[src/rtl/core/bf3_pkg.sv]
// Shared types and constants for the 3x3 box filter.
// No dependencies; imported by bf3_window, bf3_out_queue and the top level.
`default_nettype none

package bf3_pkg;

  localparam int unsigned PIX_W     = 8;
  localparam int unsigned SUM_W     = 12;
  localparam int unsigned CFG_W     = 11;
  localparam int unsigned IW_RESET  = 640;
  localparam int unsigned QDEPTH    = 4;
  localparam int unsigned QPTR_W    = 2;
  localparam int unsigned QCNT_W    = 3;

  // floor(s / 9) == (s * 7282) >> 16 for every s below 2296
  localparam logic [12:0] DIV9_RECIP = 13'd7282;
  localparam int unsigned DIV9_SHIFT = 16;

  localparam logic [1:0] ROW_FULL = 2'd2;

  typedef logic [PIX_W-1:0] pix_t;
  typedef logic [SUM_W-1:0] sum_t;

  typedef struct packed {
    logic valid;
    logic emit;
    logic last;
  } s1_ctrl_t;

  typedef struct packed {
    logic valid;
    logic last;
    sum_t sum;
  } s2_t;

  typedef struct packed {
    pix_t filtered;
    logic row_end;
  } res_t;

  function automatic pix_t div9(sum_t s);
    logic [24:0] p;
    p = 25'(s) * 25'(DIV9_RECIP);
    return p[DIV9_SHIFT +: PIX_W];
  endfunction

endpackage

`default_nettype wire

[src/rtl/core/bf3_window.sv]
// 3x3 window columns and nine-pixel sum, registered into the sum stage.
// Depends on bf3_pkg.
`default_nettype none

module bf3_window import bf3_pkg::*; (
  input  wire logic     clk_i,
  input  wire logic     rst_ni,
  input  wire s1_ctrl_t s1_i,
  input  wire pix_t     top_i,
  input  wire pix_t     mid_i,
  input  wire pix_t     bot_i,
  output s2_t           s2_o
);

  // [0..2] column c-2 top..bottom, [3..5] column c-1
  pix_t win_q [6];
  sum_t sum_d;
  s2_t  s2_q;

  always_comb begin
    sum_d = sum_t'(win_q[0]) + sum_t'(win_q[1]) + sum_t'(win_q[2])
          + sum_t'(win_q[3]) + sum_t'(win_q[4]) + sum_t'(win_q[5])
          + sum_t'(top_i) + sum_t'(mid_i) + sum_t'(bot_i);
  end

  always_ff @(posedge clk_i or negedge rst_ni) begin
    if (!rst_ni) begin
      for (int i = 0; i < 6; i++) begin
        win_q[i] <= '0;
      end
    end else if (s1_i.valid) begin
      win_q[0] <= win_q[3];
      win_q[1] <= win_q[4];
      win_q[2] <= win_q[5];
      win_q[3] <= top_i;
      win_q[4] <= mid_i;
      win_q[5] <= bot_i;
    end
  end

  always_ff @(posedge clk_i or negedge rst_ni) begin
    if (!rst_ni) begin
      s2_q <= '0;
    end else begin
      s2_q.valid <= s1_i.valid && s1_i.emit;
      if (s1_i.valid) begin
        s2_q.last <= s1_i.last;
        s2_q.sum  <= sum_d;
      end
    end
  end

  assign s2_o = s2_q;

endmodule

`default_nettype wire

[config.mk]
export PLATFORM = sky130hd
export DESIGN_NAME = bf3_window
export DESIGN_NICKNAME = d
export VERILOG_FILES = /design/src/rtl/core/bf3_pkg.sv /design/src/rtl/core/bf3_window.sv
export SDC_FILE = /design/constraint.sdc
export NUM_CORES = 1
export LEC_CHECK = 0
export ABC_AREA = 1
export BUFFER_PORTS_ARGS = -buffer_cell sky130_fd_sc_hd__buf_2
export CAP_MARGIN = 20
export CELL_PAD_IN_SITES_DETAIL_PLACEMENT = 0
export CELL_PAD_IN_SITES_GLOBAL_PLACEMENT = 1
export CORE_ASPECT_RATIO = 0.5
export CORE_UTILIZATION = 42
export DETAILED_ROUTE_END_ITERATION = 8
export GPL_ROUTABILITY_DRIVEN = 0
export PLACE_DENSITY = 0.87
export SYNTH_ARGS = -nofsm -noshare
export SYNTH_HDL_FRONTEND = slang
export SYNTH_SLANG_ARGS = --single-unit
[constraint.sdc]
create_clock -name clk_i -period 3.8 [get_ports clk_i]
set_input_delay 0.76 -clock clk_i [delete_from_list [all_inputs] [get_ports clk_i]]
set_output_delay 0.76 -clock clk_i [all_outputs]
set_load 0.03 [all_outputs]
## Yosys cells after proc, flatten, opt, wreduce, memory -nomap -nowiden

Index checks and enable logic that the tools add are counted.
W data, S select, Z words.

| storage, ports and cells | value |
|---|---|
| input port bits | 29 |
| bits in registers | 62 |
| output and inout bits | 14 |
| word-level logic and storage cells | 18 |

| operators by class | value |
|---|---|
| add/sub/neg operators | 8 |
| reduce and logical (&&, ||, !) cells | 1 |

Operators by type and width:

| cell | number |
|---|---|
| $add A12 B8 Y12 | 4 |
| $add A11 B8 Y12 | 1 |
| $add A10 B8 Y11 | 1 |
| $add A9 B8 Y10 | 1 |
| $add A8 B8 Y9 | 1 |
| $logic_and A1 B1 Y1 | 1 |

## Longest topological paths before layout

| logic depth | value |
|---|---|
| depth after elaboration | 8 |
| depth in mapped cells | 19 |
| depth with buffers taken out | 19 |

## Worst setup path after synthesis

Ideal clock, no wire load.

| path | value |
|---|---|
| kind | input-to-reg |
| start point | input port top_i[2] |
| end point | register s2_q (netlist bit s2_o[10]) |
| setup slack | -0.334 ns |
| library setup time | 0.117 ns |
| required time | 3.683 ns |
| path buffers | 0 |
| data arrival time | 4.017 ns |
| cell stages on the path | 19 |
| path through | inv_1 -> fa_1 -> inv_1 -> fa_1 -> fa_1 -> inv_1 -> fa_1 -> inv_1 -> ha_1 -> inv_1 -> fa_1 -> inv_1 -> nand2_1 -> nand2_1 -> nand3_1 -> nand2_1 -> nand2_1 -> nand3_1 -> nand2_1 |

| between the ends | value |
|---|---|
| cells in the longest elaborated chain, start to end | 3 |

RTL lines:

| what | RTL line | RTL |
|---|---|---|
| start: declaration | bf3_window.sv:9 | `input wire pix_t top_i,` |
| $add A12 B8 Y12 (3 in series) | bf3_window.sv:23 | `+ sum_t'(top_i) + sum_t'(mid_i) + sum_t'(bot_i);` |
| end: declaration | bf3_window.sv:18 | `s2_t s2_q;` |

Every way passes these cells.
A chain may end at the register's enable or synchronous reset.

## Final worst setup path

| path | value |
|---|---|
| start point | input port top_i[2] |
| end point | register s2_q (netlist bit s2_o[8]) |

Same word-level chain as after synthesis.

==> results.sh <==
export IMPL_clk_path_buf_depth=2
export IMPL_synth_seq_area_share=0.374
export IMPL_io_buffers=42
export IMPL_syn_avg_cell_area_um2=9.42
export IMPL_insertion_delay_ns=0.33
export IMPL_drive_gt1_frac=0.229
export IMPL_pre_cts_slack_ns=-0.470
export IMPL_setup_ws_ns=0.0267
export IMPL_cp_arrival_ns=3.99
export IMPL_drc=0
export IMPL_synth_warnings=0
export IMPL_final_common_cell="inv_1"
export IMPL_grt_first_pass_wirelength_mm=13.1
export IMPL_grtUsageMet3=0.0475
export IMPL_wl_per_cell_um=11.6
export IMPL_clkTransAtPathRegs_ns=0.05
export IMPL_syn_inst=440
export IMPL_rsz0062_at_grt="yes"
export IMPL_io_pins=43
export IMPL_synth_adder_area_share=0.300
export IMPL_worst_slew_margin_rel=0.378
export IMPL_areaGrowthSynthToFinish_pct=22.3
export IMPL_fmax_mhz=265
export IMPL_hold_viol=0
export IMPL_outcome="complete, no violations"
export IMPL_htree_levels=3
export IMPL_grt_antenna_before_repair=0
export IMPL_synthSimpleGateAreaFrac=0.132
export IMPL_wirelength_mm=7.50
export IMPL_gr_usage_all_layers=0.168
export IMPL_nets=602
export IMPL_start_kind="input port"
export IMPL_grt_overflow_total=0
export IMPL_synth_compound_gate_area_share=0.0733
export IMPL_diodes=0
export IMPL_dp_hpwl_mm=5.40
export IMPL_period_minus_slack_ns=3.77
export IMPL_netlist_area_mm2=0.00415
export IMPL_drtIter0Drc=154
export IMPL_final_cell_mix="inv_1, nand2_1, dfrtp_1"
export IMPL_met2_usage=0.292
export IMPL_cts_root_buf="clkbuf_16"
export IMPL_yosys_area_share_xor_xnor=0
export IMPL_grt_pass1_vias=2997
export IMPL_finClkSkew_ns=0.00311
export IMPL_fin_crit_sh=0.993
export IMPL_maxCapViolations=0
export IMPL_core_area_mm2=0.00951
export IMPL_avgViaCountPerCell=4.43
export IMPL_synth_nets=536
export IMPL_cp_max_fo=4
export IMPL_clkSinkCount=62
export IMPL_ant_nets=0
export IMPL_path_class="in2reg"
export IMPL_hp_class="in2async"
export IMPL_fp_dieArea_mm2=0.0103
export IMPL_cts_tree="done"
export IMPL_final_setup_viol_count=0
export IMPL_busiest_layer="met2"
export IMPL_yosys_register_bits=62
export IMPL_yosysUniqueCellTypes=24
export IMPL_worstMarginPinSlew_ns=0.933
export IMPL_start_util=0.436
export IMPL_num_vias=2860
export IMPL_cp_required_ns=4.02
export IMPL_met1_usage=0.201
export IMPL_drt_pass1_iter_count=4
export IMPL_die_width_um=143
export IMPL_die_h_um=72.3
export IMPL_cp_end_kind="flop"
export IMPL_drv_slew=0
export IMPL_synth_mux_area_frac=0
export IMPL_rows=25
export IMPL_synth_top_family_by_area="adder cells"
export IMPL_cts_made_buffers=9
export IMPL_grt_max_degree=63
==> worst max-delay path, stage by stage <==
cell	delay [ns]
buf_8	0.09
inv_8	0.03
fa_1	0.52
inv_1	0.05
fa_1	0.46
fa_1	0.51
inv_2	0.04
fa_1	0.42
inv_1	0.07
ha_2	0.18
inv_2	0.04
fa_2	0.32
inv_2	0.08
nand2_4	0.05
nand2_4	0.07
nand3b_1	0.09
nand2_1	0.07
nand2_1	0.04
nand3_1	0.05
nand2_1	0.05
==> through the flow <==
stage | TNS [ns] | hold slack, ns | utilization | instance area [µm²] | instances
after floorplan | -0.579 | 0.464 | - | 4200 | 440
after global placement | -2.76 | 0.450 | 0.493 | 4690 | 628
after detailed placement | -3.06 | 0.453 | 0.493 | 4690 | 628
after CTS | 0 | 0.466 | 0.527 | 5010 | 643
after global routing | -0.267 | 0.410 | 0.533 | 5070 | 645
final | 0 | 0.380 | 0.533 | 5070 | 645
==> state kept, by name, indices dropped and copies added, names as in the netlist <==
register	flops
s2_o	14
win_q	48
==> synth_stat cells <==
cell      count  area [µm²]
or2_4         2        17.5
buf_2        11        55.1
nand2_4       1        11.3
o21ai_0      47         235
fa_1         54        1080
nand3_2       1        10.0
nand2_1     101         379
clkbuf_1      1        3.75
a21oi_2       2        17.5
a21oi_4       1        16.3
clkbuf_8      1        13.8
ha_1         13         163
nor2_2        1        6.26
nand3b_4      1        20.0
nor2_1        5        18.8
nand3b_1      3        22.5
nand2_2       1        6.26
a21oi_1       3        15.0
inv_2         1        3.75
nor3_1        1        5.00
nand3_1      10        50.1
dfrtp_1      62        1550
inv_1       113         424
o21ai_1       4        20.0
==> per-layer routing <==
| layer | up-vias | wire length (µm) |
|---|---|---|
| met3 | 13 | 283 |
| met1 | 1382 | 3410 |
| met4 | 0 | 151 |
| met5 | - | 0 |
| li1 | 1428 | - |
| met2 | 37 | 3660 |
==> logic make-up (layout without fill, tap and decap cells) <==
| group | count (synthesis) | in the layout |
|---|---|---|
| and+or+nand+nor | 127 | 127 |
| buffers and inverters | 127 | 197 |
| adders and majority gates | 67 | 67 |
| DFF | 62 | 62 |
| AOI/OAI and AO/OA | 57 | 57 |
==> layout make-up <==
type / count / area (µm²)
clock buffers: 11 / 243
clock inverters: 4 / 47.5
fillers: 903 / 4440
inverters: 114 / 435
multi-input cells: 251 / 2190
flip-flops and latches: 62 / 1550
well taps: 135 / 169
repair buffers: 68 / 434
==> timing repair <==
action / in CTS / in global routing
hold buffers: 0 / 0
pin swaps: 9 / 22
gates resized for setup: 6 / 14
setup buffers: 0 / 1
endpoints found under the setup margin: 3 / 7
==> worst paths after layout <==
check	start	to	slack, ns	depth (start not counted)
worst max-delay path	top_i[2]	s2_o[8]	0.03	20
worst min-delay path	rst_ni	s2_o[0]	0.38	1
worst max register to register	win_q[26]	s2_o[8]	0.13	17
worst min register to register	s2_o[12]	s2_o[12]	0.46	2
max in group asynchronous	rst_ni	win_q[39]	2.85	2
min in group clk_i	s2_o[12]	s2_o[12]	0.46	2
Power is left out: the tool's default activity adds up to more than one toggle a clock period on the data nets, which glitch-free logic cannot reach.
