$ cat src/rtl/core/bf3_pkg.sv
// Shared types and constants for the 3x3 box filter.
// No dependencies; imported by bf3_window, bf3_out_queue and the top level.
`default_nettype none

package bf3_pkg;

  localparam int unsigned PIX_W     = 8;
  localparam int unsigned SUM_W     = 12;
  localparam int unsigned CFG_W     = 11;
  localparam int unsigned IW_RESET  = 640;
  localparam int unsigned QDEPTH    = 4;
  localparam int unsigned QPTR_W    = 2;
  localparam int unsigned QCNT_W    = 3;

  // floor(s / 9) == (s * 7282) >> 16 for every s below 2296
  localparam logic [12:0] DIV9_RECIP = 13'd7282;
  localparam int unsigned DIV9_SHIFT = 16;

  localparam logic [1:0] ROW_FULL = 2'd2;

  typedef logic [PIX_W-1:0] pix_t;
  typedef logic [SUM_W-1:0] sum_t;

  typedef struct packed {
    logic valid;
    logic emit;
    logic last;
  } s1_ctrl_t;

  typedef struct packed {
    logic valid;
    logic last;
    sum_t sum;
  } s2_t;

  typedef struct packed {
    pix_t filtered;
    logic row_end;
  } res_t;

  function automatic pix_t div9(sum_t s);
    logic [24:0] p;
    p = 25'(s) * 25'(DIV9_RECIP);
    return p[DIV9_SHIFT +: PIX_W];
  endfunction

endpackage

`default_nettype wire

$ cat src/rtl/core/bf3_out_queue.sv
// Divide-by-nine and a four-entry result queue towards the output channel.
// Depends on bf3_pkg.
`default_nettype none

module bf3_out_queue import bf3_pkg::*; (
  input  wire logic              clk_i,
  input  wire logic              rst_ni,
  input  wire s2_t               s2_i,
  output logic                   out_valid_o,
  input  wire logic              out_ready_i,
  output res_t                   res_o,
  output logic      [QCNT_W-1:0] level_o
);

  res_t              entry_q [QDEPTH];
  logic [QPTR_W-1:0] wr_ptr_q, rd_ptr_q;
  logic [QCNT_W-1:0] cnt_q;
  logic              push, pop;
  res_t              push_data;

  assign push = s2_i.valid;
  assign pop  = out_valid_o && out_ready_i;

  assign push_data.filtered = div9(s2_i.sum);
  assign push_data.row_end  = s2_i.last;

  always_ff @(posedge clk_i) begin
    if (push) begin
      entry_q[wr_ptr_q] <= push_data;
    end
  end

  always_ff @(posedge clk_i or negedge rst_ni) begin
    if (!rst_ni) begin
      wr_ptr_q <= '0;
      rd_ptr_q <= '0;
      cnt_q    <= '0;
    end else begin
      if (push) begin
        wr_ptr_q <= wr_ptr_q + QPTR_W'(1);
      end
      if (pop) begin
        rd_ptr_q <= rd_ptr_q + QPTR_W'(1);
      end
      if (push && !pop) begin
        cnt_q <= cnt_q + QCNT_W'(1);
      end else if (pop && !push) begin
        cnt_q <= cnt_q - QCNT_W'(1);
      end
    end
  end

  assign out_valid_o = (cnt_q != '0);
  assign res_o       = entry_q[rd_ptr_q];
  assign level_o     = cnt_q;

endmodule

`default_nettype wire

$ cat config.mk
export PLATFORM = sky130hd
export DESIGN_NAME = bf3_out_queue
export DESIGN_NICKNAME = d
export VERILOG_FILES = /design/src/rtl/core/bf3_pkg.sv /design/src/rtl/core/bf3_out_queue.sv
export SDC_FILE = /design/constraint.sdc
export NUM_CORES = 1
export LEC_CHECK = 0
export ABC_AREA = 0
export BUFFER_PORTS_ARGS = -buffer_cell sky130_fd_sc_hd__buf_2
export CAP_MARGIN = 10
export CORE_MARGIN = 4
export CORE_UTILIZATION = 60
export CTS_CLUSTER_DIAMETER = 120
export DETAILED_ROUTE_END_ITERATION = 10
export PLACE_DENSITY = 0.8
export SYNTH_ARGS = -nofsm -noshare
export SYNTH_HDL_FRONTEND = slang
export SYNTH_SLANG_ARGS = --single-unit
$ cat constraint.sdc
create_clock -name clk_i -period 6.2 [get_ports clk_i]
set_input_delay 1.24 -clock clk_i [delete_from_list [all_inputs] [get_ports clk_i]]
set_output_delay 1.24 -clock clk_i [all_outputs]
set_load 0.01 [all_outputs]
After elaboration in Yosys (flattened, before gate mapping)
Memory sizes are Yosys's and may differ from the RTL's.
Index checks and enable logic that the tools add are counted.
{"block": "totals", "regBits": 7, "latchBits": 0, "ram_bits": 36, "rom_bits": 0, "input_bits": 17, "out_inout_bits": 13, "wordCells": 20, "memories": 1}
{"memory": "entry_q", "depth": 4, "word_bits": 9, "read_ports": 1, "rd_ports_with_merged_regs": 0, "wr": 1, "line": "bf3_out_queue.sv:15", "text": "res_t entry_q [QDEPTH];"}
{"block": "classes", "n_addsub": 4, "mul": 1, "div_mod_pow": 0, "order_cmp": 0, "eq_ne": 0, "shifts": 0, "muxes": 4, "n_bitwise": 0, "n_reduce_logical": 7}
{"operator": "$mul 12x12->23 const B", "n": 1}
{"operator": "$mux 3", "n": 2}
{"operator": "$add 2x1->2 const B", "n": 2}
{"operator": "$add 3x1->3 const B", "n": 1}
{"operator": "$logic_and 1x1->1", "n": 3}
{"operator": "$reduce_bool 3->1", "n": 1}
{"operator": "$sub 3x1->3 const B", "n": 1}
{"operator": "$logic_not 1->1", "n": 2}
{"operator": "$mux 1", "n": 2}
{"operator": "$reduce_bool 2->1", "n": 1}

Longest topological paths before layout
{"block": "logic_depth", "word_depth": 5, "ltp_mapped": 17, "ltp_nobuf": 17}

Worst setup path after synthesis
OpenSTA, ideal clock, no wires.
{"block": "synth_timing", "path_type": "input to register", "start": "input port s2_i[1] in the netlist's numbering", "end": "memory entry_q[0][5] in the netlist's numbering (data pin)", "setup_time_ps": 272, "arrival_time_ps": 5412, "t_required_ps": 5928, "setup_slack_ps": 516, "cell_stages": 17, "path_buffers": 0, "cell_sequence": "inv_1 fa_1 inv_1 ha_1 inv_1 fa_1 inv_1 fa_1 inv_1 fa_1 inv_1 ha_1 and3_1 and3_4 a221oi_1 o21ai_1 a311o_1"}
{"element": "start, declared", "line": "bf3_out_queue.sv:8", "text": "input wire s2_t s2_i,"}
{"element": "end, declared", "line": "bf3_out_queue.sv:15"}

==> summary.md <==
| Metric | Value |
|---|---|
| CTS tree | `yes` |
| R2R setup slack | `4050 ps` |
| Row Count | `28` |
| Clk root buf | `clkbuf_8` |
| Drt drc | `0` |
| RSZ-0062 raised after global routing | `no` |
| Final min period | `5836 ps` |
| CP arrival | `5870 ps` |
| Initial antenna violation count | `0` |
| Initial core utilization | `0.6346` |
| Die H | `88.30 um` |
| Final Util | `0.6917` |
| Vias in the first global route | `2557` |
| Metal2 WL | `3437 um` |
| Comb power frac | `0.624` |
| Slew margin rel. | `0.5798` |
| First-pass GRT wire length | `11920 um` |
| Leak | `2.015 nW` |
| Routed length per instance | `16.41 um` |
| Cell variety after synth | `42` |
| Status | `finished clean` |
| RePlAce Congestion | `0.9086` |
| Clk sinks | `43` |
| Sw Share | `0.4288` |
| Post-synthesis sequential area ratio | `0.3247` |
| Setup TNS | `0 ps` |
| Post-synth net total | `432` |
| Vias after detailed routing | `2426` |
| Top routing layer in use | `met4` |
| CP Max Fanout | `5` |
| Finished Cell Area | `4217 um^2` |
| Ant diodes | `0` |
| DRT Pass-1 Iters | `4` |
| Largest net degree at the start of global routing | `14` |
| Reg power frac | `0.280` |
| DR iter-0 viols | `91` |
| Port bufs | `29` |
| Clk_lat worst skew | `290 ps` |
| Kind of end point of the critical path | `flop` |
| Clock Skew | `3.917 ps` |
| Syn_area_per_cell | `12.36 um^2` |
| Die area | `7797 um^2` |
| Ys async rst share | `0.1628` |
| Clk buf depth | `2` |
| Pwr dens | `542.4 nW/um^2` |
| Post-Syn Area | `3869 um^2` |
| Sw power | `980.8 uW` |
| Area grow syn2layout | `8.991%` |
| Synth Register Bits | `43` |
| Post-place setup slack | `88.21 ps` |
| Gr usage total | `0.1973` |
| I/O pin count | `30` |
| Final setup fails | `0` |
| Detailed placement HPWL | `5861 um` |
| Crit share post-route | `0.9413` |
| Max Clk Rate | `171.3 MHz` |
| H-tree depth | `2` |
| Path depth of the worst reg2reg path | `8` |
| MaxCap Viol Count | `0` |
| CTS Hold Bufs | `0` |
| HP Class | `flop to flop` |
| Chip width | `88.30 um` |
| Clock transition at path regs | `80 ps` |
| Synth Warn # | `0` |
| Final Slew Violations | `0` |
| Least-Margin Pin Slew | `630.4 ps` |
| Num CTS Buffers | `5` |
| VDD IR max | `0.3815 mV` |
| Layout cell share with drive strength beyond 1 | `0.1527` |
| Total gr overflow | `0` |
| Post-synth EDFFs | `36` |
| Met3 WL | `248 um` |
| Via density | `5.749` |
| R2R Path End | `level_o[2]` |
| Critical path required time | `6230 ps` |
| Post-cts sizing count | `0` |
| Core region area | `6096 um^2` |
| Int Power | `1.306 mW` |
| Post-Route WL | `6926 um` |
| Post-detailed-route count of antenna-violating nets | `0` |
| Final worst slack | `363.7 ps` |
| Primary FF master, synth | `edfxtp_1` |
| Met1 wire length | `3070 um` |
| CP Launch Point | `s2_i[1]` |
| Worst Setup EP | `entry_q[3][5]` |
| Final Hold Fails | `0` |
| DP Area | `4099 um^2` |
| Reg-to-reg startpoint | `level_o[0]` |
| Post-layout nets | `465` |
| CP Launch Type | `input pin` |
| Post-Syn Instances | `313` |
| Clock share of power | `0.096` |
| Setup bufs post-CTS | `0` |
| Worst Setup Path Type | `input pin to flop` |
==> per-stage QoR <==
stage | power (mW) | hold WS, ps | instances
2_1_floorplan | 1.697 | 493.6 | 313
3_3_place_gp | 2.031 | 471.2 | 414
3_5_place_dp | 2.075 | 513.1 | 414
4_1_cts | 2.306 | 523.5 | 422
5_1_grt | 2.514 | 548.3 | 422
6_report | 2.287 | 523.0 | 422
==> critical path, cell delays in order <==
cell,delay [ps]
buf_2,120
inv_1,60
fa_1,530
inv_1,50
ha_1,300
inv_1,60
fa_1,520
inv_1,50
fa_1,520
inv_1,50
fa_1,530
inv_1,40
ha_1,330
a21oi_1,220
o211ai_1,170
a221oi_1,460
o21ai_1,170
a311o_1,420
==> layout by cell type, fill, tap and decap left out, drive strengths merged, types with 2 or more instances in the layout <==
cell	count
inv	56
a21oi	12
xnor2	7
or3	2
nor3	3
nand2	7
dfrtp	7
a21o	7
nor4	2
and4	2
edfxtp	36
clkbuf	6
and2	5
mux4	9
xor2	7
a211oi	4
a221oi	2
nand3	6
fa	30
buf	30
nor2	7
and3	3
o211ai	2
o21ai	6
ha	72
o21a	2
==> worst min path at each step <==
stage / slack, ps / start / cells after the start / end
2_1_floorplan: 490 / wr_ptr_q[0] / 1 / wr_ptr_q[0]
3_3_place_gp: 470 / level_o[2] / 1 / level_o[2]
3_5_place_dp: 510 / level_o[2] / 1 / level_o[2]
4_1_cts: 520 / level_o[2] / 1 / level_o[2]
5_1_grt: 550 / level_o[2] / 1 / level_o[2]
6_report: 520 / level_o[2] / 1 / level_o[2]
==> Yosys cell counts, types with 2 or more instances <==
master,count,area share
or3_1,2,0.0032
ha_1,72,0.23
xor2_1,7,0.016
nor2_1,7,0.0068
xnor2_1,7,0.016
and3_4,2,0.0058
fa_1,30,0.16
o211ai_1,2,0.0039
nor4_1,2,0.0032
clkbuf_1,3,0.0029
a221oi_1,2,0.0045
inv_1,56,0.054
dfrtp_1,7,0.045
mux4_2,9,0.052
edfxtp_1,36,0.28
o21a_1,2,0.0039
a21o_1,7,0.014
a211oi_1,4,0.0078
nand2_1,7,0.0068
a21oi_1,12,0.016
nand3_1,6,0.0078
o21ai_1,2,0.0026
o21ai_0,4,0.0052
and2_1,5,0.0081
nor3_1,3,0.0039
==> state kept, by name, indices dropped and copies added (netlist names) <==
register and flops:
rd_ptr_q 2, entry_q 36, wr_ptr_q 2, level_o 3
==> cell families (layout without fill, tap and decap cells) <==
group	Yosys count	after routing	share of synthesized area
buffers and inverters	60	94	0.05854
multiplexers	10	10	0.05530
AO/OA/AOI/OAI	43	43	0.07600
AND/OR/NAND/NOR	40	40	0.05983
XOR/XNOR	15	15	0.03752
adder cells (fa/ha/maj)	102	102	0.3881
flip-flops	43	43	0.3247
==> routing by layer <==
| metal | global-route usage | vias to the layer above |
|---|---|---|
| met5 | 0 | - |
| met2 | 0.3372 | 62 |
| li1 | - | 1172 |
| met3 | 0.02886 | 19 |
| met4 | 0.06868 | 0 |
| met1 | 0.2576 | 1173 |
==> area by class of cell <==
cell class | instances | area, um^2
clock buffers | 6 | 82.58
clock inverters | 2 | 35.03
fillers | 456 | 1879
inverters | 56 | 210.2
multi-input cells | 210 | 2386
flip-flops and latches | 43 | 1256
well taps | 75 | 93.84
repair buffers | 30 | 152.6
==> power groups by stage <==
stage | logic (mW) | registers, mW | clock network (mW)
CTS | 1.44 | 0.644 | 0.223
global placement | 1.39 | 0.641 | 0
detailed placement | 1.42 | 0.650 | 0
global route | 1.62 | 0.660 | 0.235
floorplan | 1.09 | 0.608 | 0
finish | 1.43 | 0.641 | 0.219
Note: power is estimated with default switching activity, not from simulation.
